===== config.mk =====
export PLATFORM = sky130hd
export DESIGN_NAME = touch_gesture_direction_classifier
export DESIGN_NICKNAME = d
export VERILOG_FILES = /design/src/sv/tgdc_pkg.sv /design/src/sv/touch_gesture_direction_classifier.sv /design/src/sv/tgdc_dist.sv /design/src/sv/tgdc_code.sv
export SDC_FILE = /design/constraint.sdc
export NUM_CORES = 2
export LEC_CHECK = 0
export ABC_AREA = 1
export BUFFER_PORTS_ARGS = -buffer_cell sky130_fd_sc_hd__buf_2
export CAP_MARGIN = 20
export CELL_PAD_IN_SITES_DETAIL_PLACEMENT = 2
export CELL_PAD_IN_SITES_GLOBAL_PLACEMENT = 2
export CORE_ASPECT_RATIO = 1.75
export CORE_MARGIN = 2
export CORE_UTILIZATION = 44
export DETAILED_ROUTE_END_ITERATION = 8
export PLACE_DENSITY_LB_ADDON = 0.15
export SETUP_SLACK_MARGIN = 0.5
export SLEW_MARGIN = 10
export SYNTH_ARGS = -nofsm -noshare
export SYNTH_HDL_FRONTEND = slang
export SYNTH_SLANG_ARGS = --single-unit

===== constraint.sdc =====
create_clock -name clk -period 42.4 [get_ports clk]
set_clock_uncertainty 0.15 [all_clocks]
set_input_delay 8.48 -clock clk [delete_from_list [all_inputs] [get_ports clk]]
set_output_delay 8.48 -clock clk [all_outputs]
set_load 0.02 [all_outputs]

===== src/sv/tgdc_pkg.sv =====
package tgdc_pkg;

  localparam int ACC_W = 24;
  localparam int DELTA_W = 16;
  localparam int THR_W = 16;
  localparam int T2_W = 2 * THR_W;
  localparam int SQ_W = 2 * ACC_W;
  localparam int SQ100_W = SQ_W + 7;

  localparam logic [1:0] REQ_BEGIN = 2'd0;
  localparam logic [1:0] REQ_UPDATE = 2'd1;

  localparam logic [3:0] FINGERS_THREE = 4'd3;
  localparam logic [3:0] FINGERS_FOUR = 4'd4;

  localparam int CODE_FOUR_BIT = 0;
  localparam int CODE_POS_BIT = 1;
  localparam int CODE_VERT_BIT = 2;
  localparam int CODE_PINCH_BIT = 3;
  localparam logic [3:0] CODE_POS_MASK = 4'b0010;

  localparam logic signed [ACC_W-1:0] ACC_MAX = {1'b0, {(ACC_W-1){1'b1}}};
  localparam logic signed [ACC_W-1:0] ACC_MIN = {1'b1, {(ACC_W-1){1'b0}}};

  typedef logic signed [ACC_W-1:0] acc_t;
  typedef logic signed [DELTA_W-1:0] delta_t;
  typedef logic [3:0] code_t;

  typedef struct packed {
    acc_t sum_x;
    acc_t sum_y;
    logic over;
    logic horiz;
  } dist_res_t;

endpackage


===== src/sv/touch_gesture_direction_classifier.sv =====
// Touch gesture direction classifier. Takes one gesture event per cycle on the
// req channel while req_stall is low and returns at most one 4-bit action code
// per event on the action channel, through the input and output registers. The
// sustained rate is one item per clock when the output is not stalled: the
// accumulator update (saturating add, two 24x24 squares, threshold compare and
// code decision) is combinational from the input register to the state and
// result registers. Writing cfg_wdata registers the squared threshold; write it
// only while idle. No memory is used and no clearing pass runs after reset.
module touch_gesture_direction_classifier (
  input  logic                          clk,
  input  logic                          rst,
  input  logic                          cfg_we,
  input  logic [tgdc_pkg::THR_W-1:0]    cfg_wdata,
  input  logic                          req_valid,
  output logic                          req_stall,
  input  logic [1:0]                    req_type,
  input  logic                          is_pinch,
  input  logic [3:0]                    finger_count,
  input  tgdc_pkg::delta_t              delta_x,
  input  tgdc_pkg::delta_t              delta_y,
  output logic                          action_valid,
  input  logic                          action_stall,
  output tgdc_pkg::code_t               action_code
);

  logic                         s1_valid;
  logic [1:0]                   s1_type;
  logic                         s1_pinch;
  logic [3:0]                   s1_fingers;
  tgdc_pkg::delta_t             s1_dx;
  tgdc_pkg::delta_t             s1_dy;
  tgdc_pkg::acc_t               sum_x;
  tgdc_pkg::acc_t               sum_y;
  tgdc_pkg::code_t              last_action;
  logic                         is_fresh;
  logic [tgdc_pkg::T2_W-1:0]    t2;

  logic                         s1_fire;
  logic                         req_take;
  logic                         do_emit;
  tgdc_pkg::dist_res_t          res;
  tgdc_pkg::code_t              code;
  logic                         emit;

  assign s1_fire   = s1_valid && (!action_valid || !action_stall);
  assign req_stall = s1_valid && !s1_fire;
  assign req_take  = req_valid && !req_stall;
  assign do_emit   = s1_fire && s1_type == tgdc_pkg::REQ_UPDATE && emit;

  tgdc_dist u_dist (
    .sum_x    (sum_x),
    .sum_y    (sum_y),
    .delta_x  (s1_dx),
    .delta_y  (s1_dy),
    .is_fresh (is_fresh),
    .t2       (t2),
    .res      (res)
  );

  tgdc_code u_code (
    .res          (res),
    .is_pinch     (s1_pinch),
    .finger_count (s1_fingers),
    .is_fresh     (is_fresh),
    .last_action  (last_action),
    .code         (code),
    .emit         (emit)
  );

  always_ff @(posedge clk) begin
    if (rst) begin
      t2 <= '0;
    end else if (cfg_we) begin
      t2 <= tgdc_pkg::T2_W'(cfg_wdata) * tgdc_pkg::T2_W'(cfg_wdata);
    end
  end

  always_ff @(posedge clk) begin
    if (rst) begin
      s1_valid <= 1'b0;
    end else if (req_take) begin
      s1_valid <= 1'b1;
    end else if (s1_fire) begin
      s1_valid <= 1'b0;
    end
  end

  always_ff @(posedge clk) begin
    if (req_take) begin
      s1_type    <= req_type;
      s1_pinch   <= is_pinch;
      s1_fingers <= finger_count;
      s1_dx      <= delta_x;
      s1_dy      <= delta_y;
    end
  end

  always_ff @(posedge clk) begin
    if (rst) begin
      sum_x       <= '0;
      sum_y       <= '0;
      last_action <= '0;
      is_fresh    <= 1'b1;
    end else if (s1_fire) begin
      case (s1_type)
        tgdc_pkg::REQ_BEGIN: begin
          sum_x    <= '0;
          sum_y    <= '0;
          is_fresh <= 1'b1;
        end
        tgdc_pkg::REQ_UPDATE: begin
          if (emit) begin
            sum_x       <= '0;
            sum_y       <= '0;
            last_action <= code;
            is_fresh    <= 1'b0;
          end else begin
            sum_x <= res.sum_x;
            sum_y <= res.sum_y;
          end
        end
        default: begin
        end
      endcase
    end
  end

  always_ff @(posedge clk) begin
    if (rst) begin
      action_valid <= 1'b0;
    end else if (do_emit) begin
      action_valid <= 1'b1;
    end else if (!action_stall) begin
      action_valid <= 1'b0;
    end
  end

  always_ff @(posedge clk) begin
    if (do_emit) begin
      action_code <= code;
    end
  end

endmodule


===== src/sv/tgdc_dist.sv =====
module tgdc_dist (
  input  tgdc_pkg::acc_t               sum_x,
  input  tgdc_pkg::acc_t               sum_y,
  input  tgdc_pkg::delta_t             delta_x,
  input  tgdc_pkg::delta_t             delta_y,
  input  logic                         is_fresh,
  input  logic [tgdc_pkg::T2_W-1:0]    t2,
  output tgdc_pkg::dist_res_t          res
);

  logic signed [tgdc_pkg::ACC_W:0] wide_x;
  logic signed [tgdc_pkg::ACC_W:0] wide_y;
  tgdc_pkg::acc_t sx;
  tgdc_pkg::acc_t sy;
  logic [tgdc_pkg::ACC_W-1:0] ax;
  logic [tgdc_pkg::ACC_W-1:0] ay;
  logic [tgdc_pkg::SQ_W-1:0] d2;
  logic [tgdc_pkg::SQ100_W-1:0] d2_100;
  logic [tgdc_pkg::SQ100_W-1:0] d2_ext;

  assign wide_x = $signed({sum_x[tgdc_pkg::ACC_W-1], sum_x})
                + $signed((tgdc_pkg::ACC_W+1)'(delta_x));
  assign wide_y = $signed({sum_y[tgdc_pkg::ACC_W-1], sum_y})
                + $signed((tgdc_pkg::ACC_W+1)'(delta_y));

  always_comb begin
    if (wide_x[tgdc_pkg::ACC_W] != wide_x[tgdc_pkg::ACC_W-1]) begin
      sx = wide_x[tgdc_pkg::ACC_W] ? tgdc_pkg::ACC_MIN : tgdc_pkg::ACC_MAX;
    end else begin
      sx = wide_x[tgdc_pkg::ACC_W-1:0];
    end
    if (wide_y[tgdc_pkg::ACC_W] != wide_y[tgdc_pkg::ACC_W-1]) begin
      sy = wide_y[tgdc_pkg::ACC_W] ? tgdc_pkg::ACC_MIN : tgdc_pkg::ACC_MAX;
    end else begin
      sy = wide_y[tgdc_pkg::ACC_W-1:0];
    end
  end

  assign ax = sx[tgdc_pkg::ACC_W-1] ? (~sx + 1'b1) : sx;
  assign ay = sy[tgdc_pkg::ACC_W-1] ? (~sy + 1'b1) : sy;

  assign d2 = tgdc_pkg::SQ_W'(ax) * tgdc_pkg::SQ_W'(ax)
            + tgdc_pkg::SQ_W'(ay) * tgdc_pkg::SQ_W'(ay);

  assign d2_ext = tgdc_pkg::SQ100_W'(d2);
  assign d2_100 = (d2_ext << 6) + (d2_ext << 5) + (d2_ext << 2);

  assign res.sum_x = sx;
  assign res.sum_y = sy;
  assign res.horiz = ax > ay;
  assign res.over  = is_fresh ? (d2 > tgdc_pkg::SQ_W'(t2))
                              : (d2_100 > tgdc_pkg::SQ100_W'(t2));

endmodule


===== src/sv/tgdc_code.sv =====
module tgdc_code (
  input  tgdc_pkg::dist_res_t res,
  input  logic                is_pinch,
  input  logic [3:0]          finger_count,
  input  logic                is_fresh,
  input  tgdc_pkg::code_t     last_action,
  output tgdc_pkg::code_t     code,
  output logic                emit
);

  logic fingers_ok;
  logic positive;

  always_comb begin
    fingers_ok = finger_count inside {tgdc_pkg::FINGERS_THREE, tgdc_pkg::FINGERS_FOUR};
    positive = res.horiz ? !res.sum_x[tgdc_pkg::ACC_W-1] : !res.sum_y[tgdc_pkg::ACC_W-1];
    code = '0;
    code[tgdc_pkg::CODE_PINCH_BIT] = is_pinch;
    code[tgdc_pkg::CODE_VERT_BIT]  = !res.horiz;
    code[tgdc_pkg::CODE_POS_BIT]   = positive;
    code[tgdc_pkg::CODE_FOUR_BIT]  = finger_count == tgdc_pkg::FINGERS_FOUR;
    emit = res.over && fingers_ok
        && (is_fresh || last_action == (code ^ tgdc_pkg::CODE_POS_MASK));
  end

endmodule


After elaboration in Yosys (flattened, before gate mapping)
Index checks and enable logic that the tools add are counted.
- $add $sub $neg: 7
- multiply operators: 3
- div/mod/pow operators: 0
- magnitude comparators: 3
- eq/ne operators: 8
- shifts and indexed selects: 0
- multiplexer cells: 18
- bitwise logic cells: 3
- reductions and logical operators: 23
- operators with widths (kind ; number):
    $mux W24 ; 8
    $mul A24 B24 Y48 ; 2
    $pmux W24 S2 ; 2
    $add A54 B53 Y55 ; 1
    $add A55 B50 Y55 ; 1
    $gt A55 B32 Y1 ; 1
    $add A24 B16 Y25 ; 2
    $add A24 B1 Y24 const B ; 2
    $add A48 B48 Y48 ; 1
    $gt A48 B32 Y1 ; 1
    $not A24 Y24 ; 2
    $mul A16 B16 Y32 ; 1
    $gt A24 B24 Y1 ; 1
    $logic_and A1 B1 Y1 ; 7
    $logic_not A1 Y1 ; 7
    $mux W1 ; 7
    $reduce_and A3 Y1 ; 2
    $reduce_bool A2 Y1 ; 3
    $eq A4 B2 Y1 const B ; 1
    $eq A4 B3 Y1 const B ; 1
    $eq A4 B4 Y1 ; 1
    $eq A2 B1 Y1 const B ; 1
    $logic_not A2 Y1 ; 1
    $logic_or A1 B1 Y1 ; 2
    6 further kinds ; 7
- register bits after elaboration: 130
- latch bits: 0
- RAM bits: 0
- bits in read-only memories: 0
- input bits: 60
- output and inout bits: 6
- logic and storage cells: 78
- memories kept: 0

Depth between registers and ports, before layout
- depth in word-level cells: 16
- depth in mapped cells: 91

By module
A second synthesis with hierarchy kept.
- cell total of the unflattened synthesis: 7534
- area, all modules: 58065.7 um^2
- by module, submodules not included (module ; instances ; cells an instance ; area each (um^2)):
    tgdc_dist ; 1 ; 5891 ; 45257.2
    touch_gesture_direction_classifier ; 1 ; 1604 ; 12639.6
    tgdc_code ; 1 ; 39 ; 168.9

Least setup slack after synthesis
No wires, ideal clock.
- path type: input -> output
- start point: input action_stall
- end point: output req_stall
- data arrival time: 8.856 ns
- required time: 33.770 ns
- slack: 24.914 ns
- stages: 2
- buffers on the path: 0
- path through: nand2_1 nor2_1
- longest elaborated chain between the ends: 5
- RTL lines (item ; line ; RTL):
    start: declaration ; touch_gesture_direction_classifier.sv:22 ; input logic action_stall,
    $logic_not A1 Y1 ; n/a ;
    $logic_or A1 B1 Y1 ; touch_gesture_direction_classifier.sv:45 ; assign s1_fire = s1_valid && (!action_valid || !action_stall);
    $logic_and A1 B1 Y1 ; touch_gesture_direction_classifier.sv:45 ;
    $logic_not A1 Y1 ; touch_gesture_direction_classifier.sv:46 ; assign req_stall = s1_valid && !s1_fire;
    $logic_and A1 B1 Y1 ; touch_gesture_direction_classifier.sv:46 ;
    end: declaration ; touch_gesture_direction_classifier.sv:15 ; output logic req_stall,
Every way passes these cells.

Worst setup path in the final report
- start point: register s1_dx[4]
- end point: register is_fresh
- longest elaborated chain between the ends: 16
- elaborated cells between the ends (all ways): 25
- classes of those cells: add/sub: 5; mul: 1; order compare: 3; eq/ne: 3; mux: 5; bitwise: 2; reduce/logical: 6
- RTL lines (item ; line ; RTL):
    start: declaration ; touch_gesture_direction_classifier.sv:30 ; tgdc_pkg::delta_t s1_dx;
    start signal: assignment ; touch_gesture_direction_classifier.sv:93 ; s1_dx <= delta_x;
    $add A24 B16 Y25 * ; tgdc_dist.sv:22 ; + $signed((tgdc_pkg::ACC_W+1)'(delta_x));
    $mux W24 or $ne A1 B1 Y1 (tied branches) ; tgdc_dist.sv:28, tgdc_dist.sv:27 ;
    $mux W24 * ; tgdc_dist.sv:27 ; if (wide_x[tgdc_pkg::ACC_W] != wide_x[tgdc_pkg::ACC_W-1]) begin
    $not A24 Y24 ; tgdc_dist.sv:39 ; assign ax = sx[tgdc_pkg::ACC_W-1] ? (~sx + 1'b1) : sx;
    $add A24 B1 Y24 ; tgdc_dist.sv:39 ;
    $mux W24 ; tgdc_dist.sv:39 ;
    $mul A24 B24 Y48 ; tgdc_dist.sv:42 ; assign d2 = tgdc_pkg::SQ_W'(ax) * tgdc_pkg::SQ_W'(ax)
    $add A48 B48 Y48 ; tgdc_dist.sv:43 ; + tgdc_pkg::SQ_W'(ay) * tgdc_pkg::SQ_W'(ay);
    $add A54 B53 Y55 ; tgdc_dist.sv:46 ; assign d2_100 = (d2_ext << 6) + (d2_ext << 5) + (d2_ext << 2);
    $add A55 B50 Y55 ; tgdc_dist.sv:46 ;
    $gt A55 B32 Y1 ; tgdc_dist.sv:52 ; : (d2_100 > tgdc_pkg::SQ100_W'(t2));
    $mux W1 ; tgdc_dist.sv:51 ; assign res.over = is_fresh ? (d2 > tgdc_pkg::SQ_W'(t2))
    $logic_and A1 B1 Y1 ; tgdc_code.sv:22 ; emit = res.over && fingers_ok
    $logic_and A1 B1 Y1 * ; tgdc_code.sv:23 ; && (is_fresh || last_action == (code ^ tgdc_pkg::CODE_POS_MASK));
    $ne A2 B2 Y1 (no line) * ; n/a ;
    $reduce_and A3 Y1 (no line) * ; n/a ;
    end signal: assignment ; touch_gesture_direction_classifier.sv:103 ; is_fresh <= 1'b1;
    end signal: assignment ; touch_gesture_direction_classifier.sv:109 ; is_fresh <= 1'b1;
    end signal: assignment ; touch_gesture_direction_classifier.sv:116 ; is_fresh <= 1'b0;
    end: declaration ; touch_gesture_direction_classifier.sv:35 ; logic is_fresh;
Every way passes the cells marked *; elsewhere a longest branch is shown, timed or not.
A chain may end at the register's enable or synchronous reset.

==> results.tsv <==
stage	metric	value	unit
status	run status	finished clean	
grt	pin count of the biggest net entering global routing	53	
worst_setup_path	highest net fanout along the worst path	28	
worst_setup_path	WP data arrival	20.83	ns
worst_hold_path	hold wc startpoint	sum_y[11]$_SDFFE_PP0P_	
worst_setup_path	Setup crit start kind	flip-flop	
timing	Final Slew Violations	0	
floorplan	die outline width	278	microns
clock_tree	post-CTS sizing	0	
drt	number of violations reported at the end of detailed-routing iteration 0	2145	
synthesis	cell types occupying the most area after synthesis	fa_1, inv_1, ha_1	
floorplan	number of placement rows	175	
worst_setup_path	reg-to-reg critical path endpoint	is_fresh$_SDFFE_PP1P_	
clock_tree	TritonCTS sink count	129	
drt	Initial DRT Pass Iterations	5	
synthesis	count of warnings emitted by yosys	0	
worst_setup_path	slowest cell on the critical path	nand2_1	
floorplan	core footprint	130000	sq um
timing	worst setup slack after layout	21.79	ns
floorplan	vertical extent of the die	483	microns
grt	gr usage total	38.5	%
synthesis	synthesized area per cell	7.72	sq um
worst_setup_path	Largest stage delay, worst path	0.73	ns
clock_tree	Clock Root Buffer	clkbuf_16	
clock_tree	number of H-tree levels	4	
clock_tree	clock slew at reported path FFs	0.07	ns
synthesis	proportion of netlist area held by the largest area contributor	39.6	%
grt	total grt overflow	0	
synthesis	count of different cell masters after synthesis	64	
layout	layout cells sized above 1	5.17	%
layout	# fillers	15253	
worst_hold_path	Worst Hold Endpoint	sum_y[11]$_SDFFE_PP0P_	
synthesis	register bit count reported by yosys	129	
synthesis	cell area after synthesis	57700	sq um
drt	post-detailed-routing wire length	254000	microns
timing	Max Fclk	48.5	MHz
synthesis	synthesized netlist cell count	7472	
job	reported max-cap violation count	0	
worst_setup_path	critical path required time	42.62	ns
floorplan	Total Die Area	134000	sq um
worst_setup_path	kind of capture point of the worst setup path	flip-flop	
layout	number of nets in the layout	9325	
drt	Post-route DRC	0	
worst_setup_path	most frequent CP cell	nand2_1	
placement	total of buffers placed on input and output ports	65	
timing	total negative slack	0	ns
placement	GPL Wtd Cong	0.942	
timing	worst relative slew slack	10.7	%
worst_setup_path	reg2reg setup slack	21.79	ns
timing	unrepaired setup endpoints after global routing	false	
grt	wire length of the first global-routing pass	381000	microns
synthesis	post-synthesis async set-or-reset flop share	0	%
grt	number of antenna violations at the first check in global routing	6	
timing	fraction of the cycle the final worst path needs	48.6	%
timing	Min Clock Period, post-route	20.61	ns
drt	number of nets with antenna violations after routing	0	
worst_setup_path	logic depth of the worst register-to-register path	78	
worst_setup_path	worst setup path class	reg -> reg	
drt	detail-routed net length per standard cell	27.6	microns
worst_hold_path	number of cells on the worst hold path	2	
synthesis	Seq/Total Area, Yosys	5.22	%
floorplan	num ports	66	
clock_tree	number of buffers added for setup after CTS	0	
clock_tree	TritonCTS clock tree	built	
clock_tree	Hold-fix buffers, CTS	0	
timing	worst-margin pin slew	1.33	ns
grt	vias in the first global route	62956	
drt	routed vias/inst	5.50	
worst_setup_path	worst r2r src	s1_dx[4]$_DFFE_PP_	
clock_tree	clock latency on the worst-skew pair	0.49	ns
synthesis	leading area contributor after synthesis	fa_1	
layout	Area Growth Syn to Fin	4.76	%
clock_tree	TritonCTS Buffers	17	
placement	pre-CTS WS	22.23	ns
floorplan	effective utilization at floorplan	44.4	%
worst_hold_path	type of the tightest min-delay check	reg -> reg	
timing	number of endpoints failing setup at the final stage	0	
timing	final hold violations	0	
drt	Vias	50560	
placement	placed wire-length estimate	222000	microns
synthesis	Post-synth EDFFs	43	
synthesis	Main synth FF type	dfxtp_1	
clock_tree	maximum root-to-sink buffer count	2	
==> sequential cells by signal (all words and copies together) (netlist names) <==
| register | count |
|---|---|
| action_valid | 1 |
| s1_dx | 16 |
| sum_x | 24 |
| is_fresh | 1 |
| s1_pinch | 1 |
| last_action | 4 |
| s1_dy | 16 |
| action_code | 4 |
| s1_type | 2 |
| s1_fingers | 4 |
| t2 | 31 |
| s1_valid | 1 |
| sum_y | 24 |
==> logic make-up (layout without fill, tap and decap cells) <==
group | count (synthesis) | after routing | share of synthesized area [%]
adders and majority gates | 1771 | 1771 | 53.3
other | 2 | 39 | 0.0130
xor gates and xnor gates | 114 | 114 | 1.81
and+or+nand+nor | 2555 | 2555 | 18.8
AOI/OAI and AO/OA | 535 | 535 | 5.13
buffers and inverters | 2366 | 2365 | 15.8
DFF | 129 | 129 | 5.22
==> cells in the final DEF (no fill, tap or decap), drive strengths merged, types with 21 or more instances in the layout <==
cell type / n
nand4: 58
conb: 38
o21bai: 30
buf: 109
o21ai: 129
xnor2: 38
or2: 27
nor3: 42
a21o: 21
xor2: 76
nor2: 684
edfxtp: 43
ha: 629
nand3: 225
nand2: 1484
a21oi: 310
fa: 1142
dfxtp: 86
inv: 2225
==> layout make-up <==
cell class	instances	area (sq um)	area share, %
clock buffers	17	425	0.704
flip-flops and latches	129	3010	4.99
diodes	1	2.50	0.00414
clock inverters	15	141	0.234
inverters	2224	8350	13.8
multi-input cells	5013	45700	75.7
repair buffers	109	668	1.11
well taps	1681	2100	3.48
==> through the flow <==
step | hold slack [ns] | cells | utilization (%) | area, sq um
floorplan | 0.297 | 7508 | - | 57800
global placement | 0.308 | 9155 | 46.0 | 59800
detailed placement | 0.316 | 9156 | 46.0 | 59900
CTS | 0.326 | 9188 | 46.5 | 60400
global route | 0.346 | 9189 | 46.5 | 60400
finish | 0.324 | 9189 | 46.5 | 60400
==> cell usage after synthesis (all sizes together), types with 8 or more instances <==
cell	instances
clkbuf	74
o21a	9
o21ai	129
xor2	76
nand4	58
nor3	42
a21o	21
nand3	225
o211ai	13
inv	2216
edfxtp	43
fa	1142
o21bai	30
buf	68
dfxtp	86
nor2	684
a21oi	310
ha	629
or2	27
clkinv	8
nand3b	18
nand2	1484
xnor2	38
==> worst max path at each step <==
| stage | start | endpoint |
|---|---|---|
| after floorplan | action_stall | req_stall |
| after global placement | s1_dx[4]$_DFFE_PP_ | is_fresh$_SDFFE_PP1P_ |
| after CTS | s1_dx[4]$_DFFE_PP_ | is_fresh$_SDFFE_PP1P_ |
| after global routing | s1_dx[2]$_DFFE_PP_ | sum_x[21]$_SDFFE_PP0P_ |
| after detailed placement | s1_dx[2]$_DFFE_PP_ | action_code[1]$_DFFE_PP_ |
| final | s1_dx[4]$_DFFE_PP_ | is_fresh$_SDFFE_PP1P_ |
==> layer usage <==
| layer | track usage, % | vias up | routed length [microns] |
|---|---|---|---|
| met5 | 0 | - | 80 |
| met4 | 35.0 | 10 | 28400 |
| met3 | 5.64 | 1128 | 10300 |
| met2 | 73.9 | 1589 | 138000 |
| met1 | 33.9 | 26011 | 76800 |
| li1 | - | 21822 | - |
==> worst max-delay path: cells and delay by family (launching register included) <==
kind / cells / cell delay, ns
flip-flops: 1 / 0.39
buffers and inverters: 16 / 2.89
AND/OR/NAND/NOR: 40 / 8.10
AO/OA/AOI/OAI: 5 / 1.00
adder cells (fa/ha/maj): 15 / 7.21
XOR/XNOR: 2 / 0.72
Power is not shown: default switching activity piles up to over one toggle a cycle in this logic, so the estimate is an artifact.
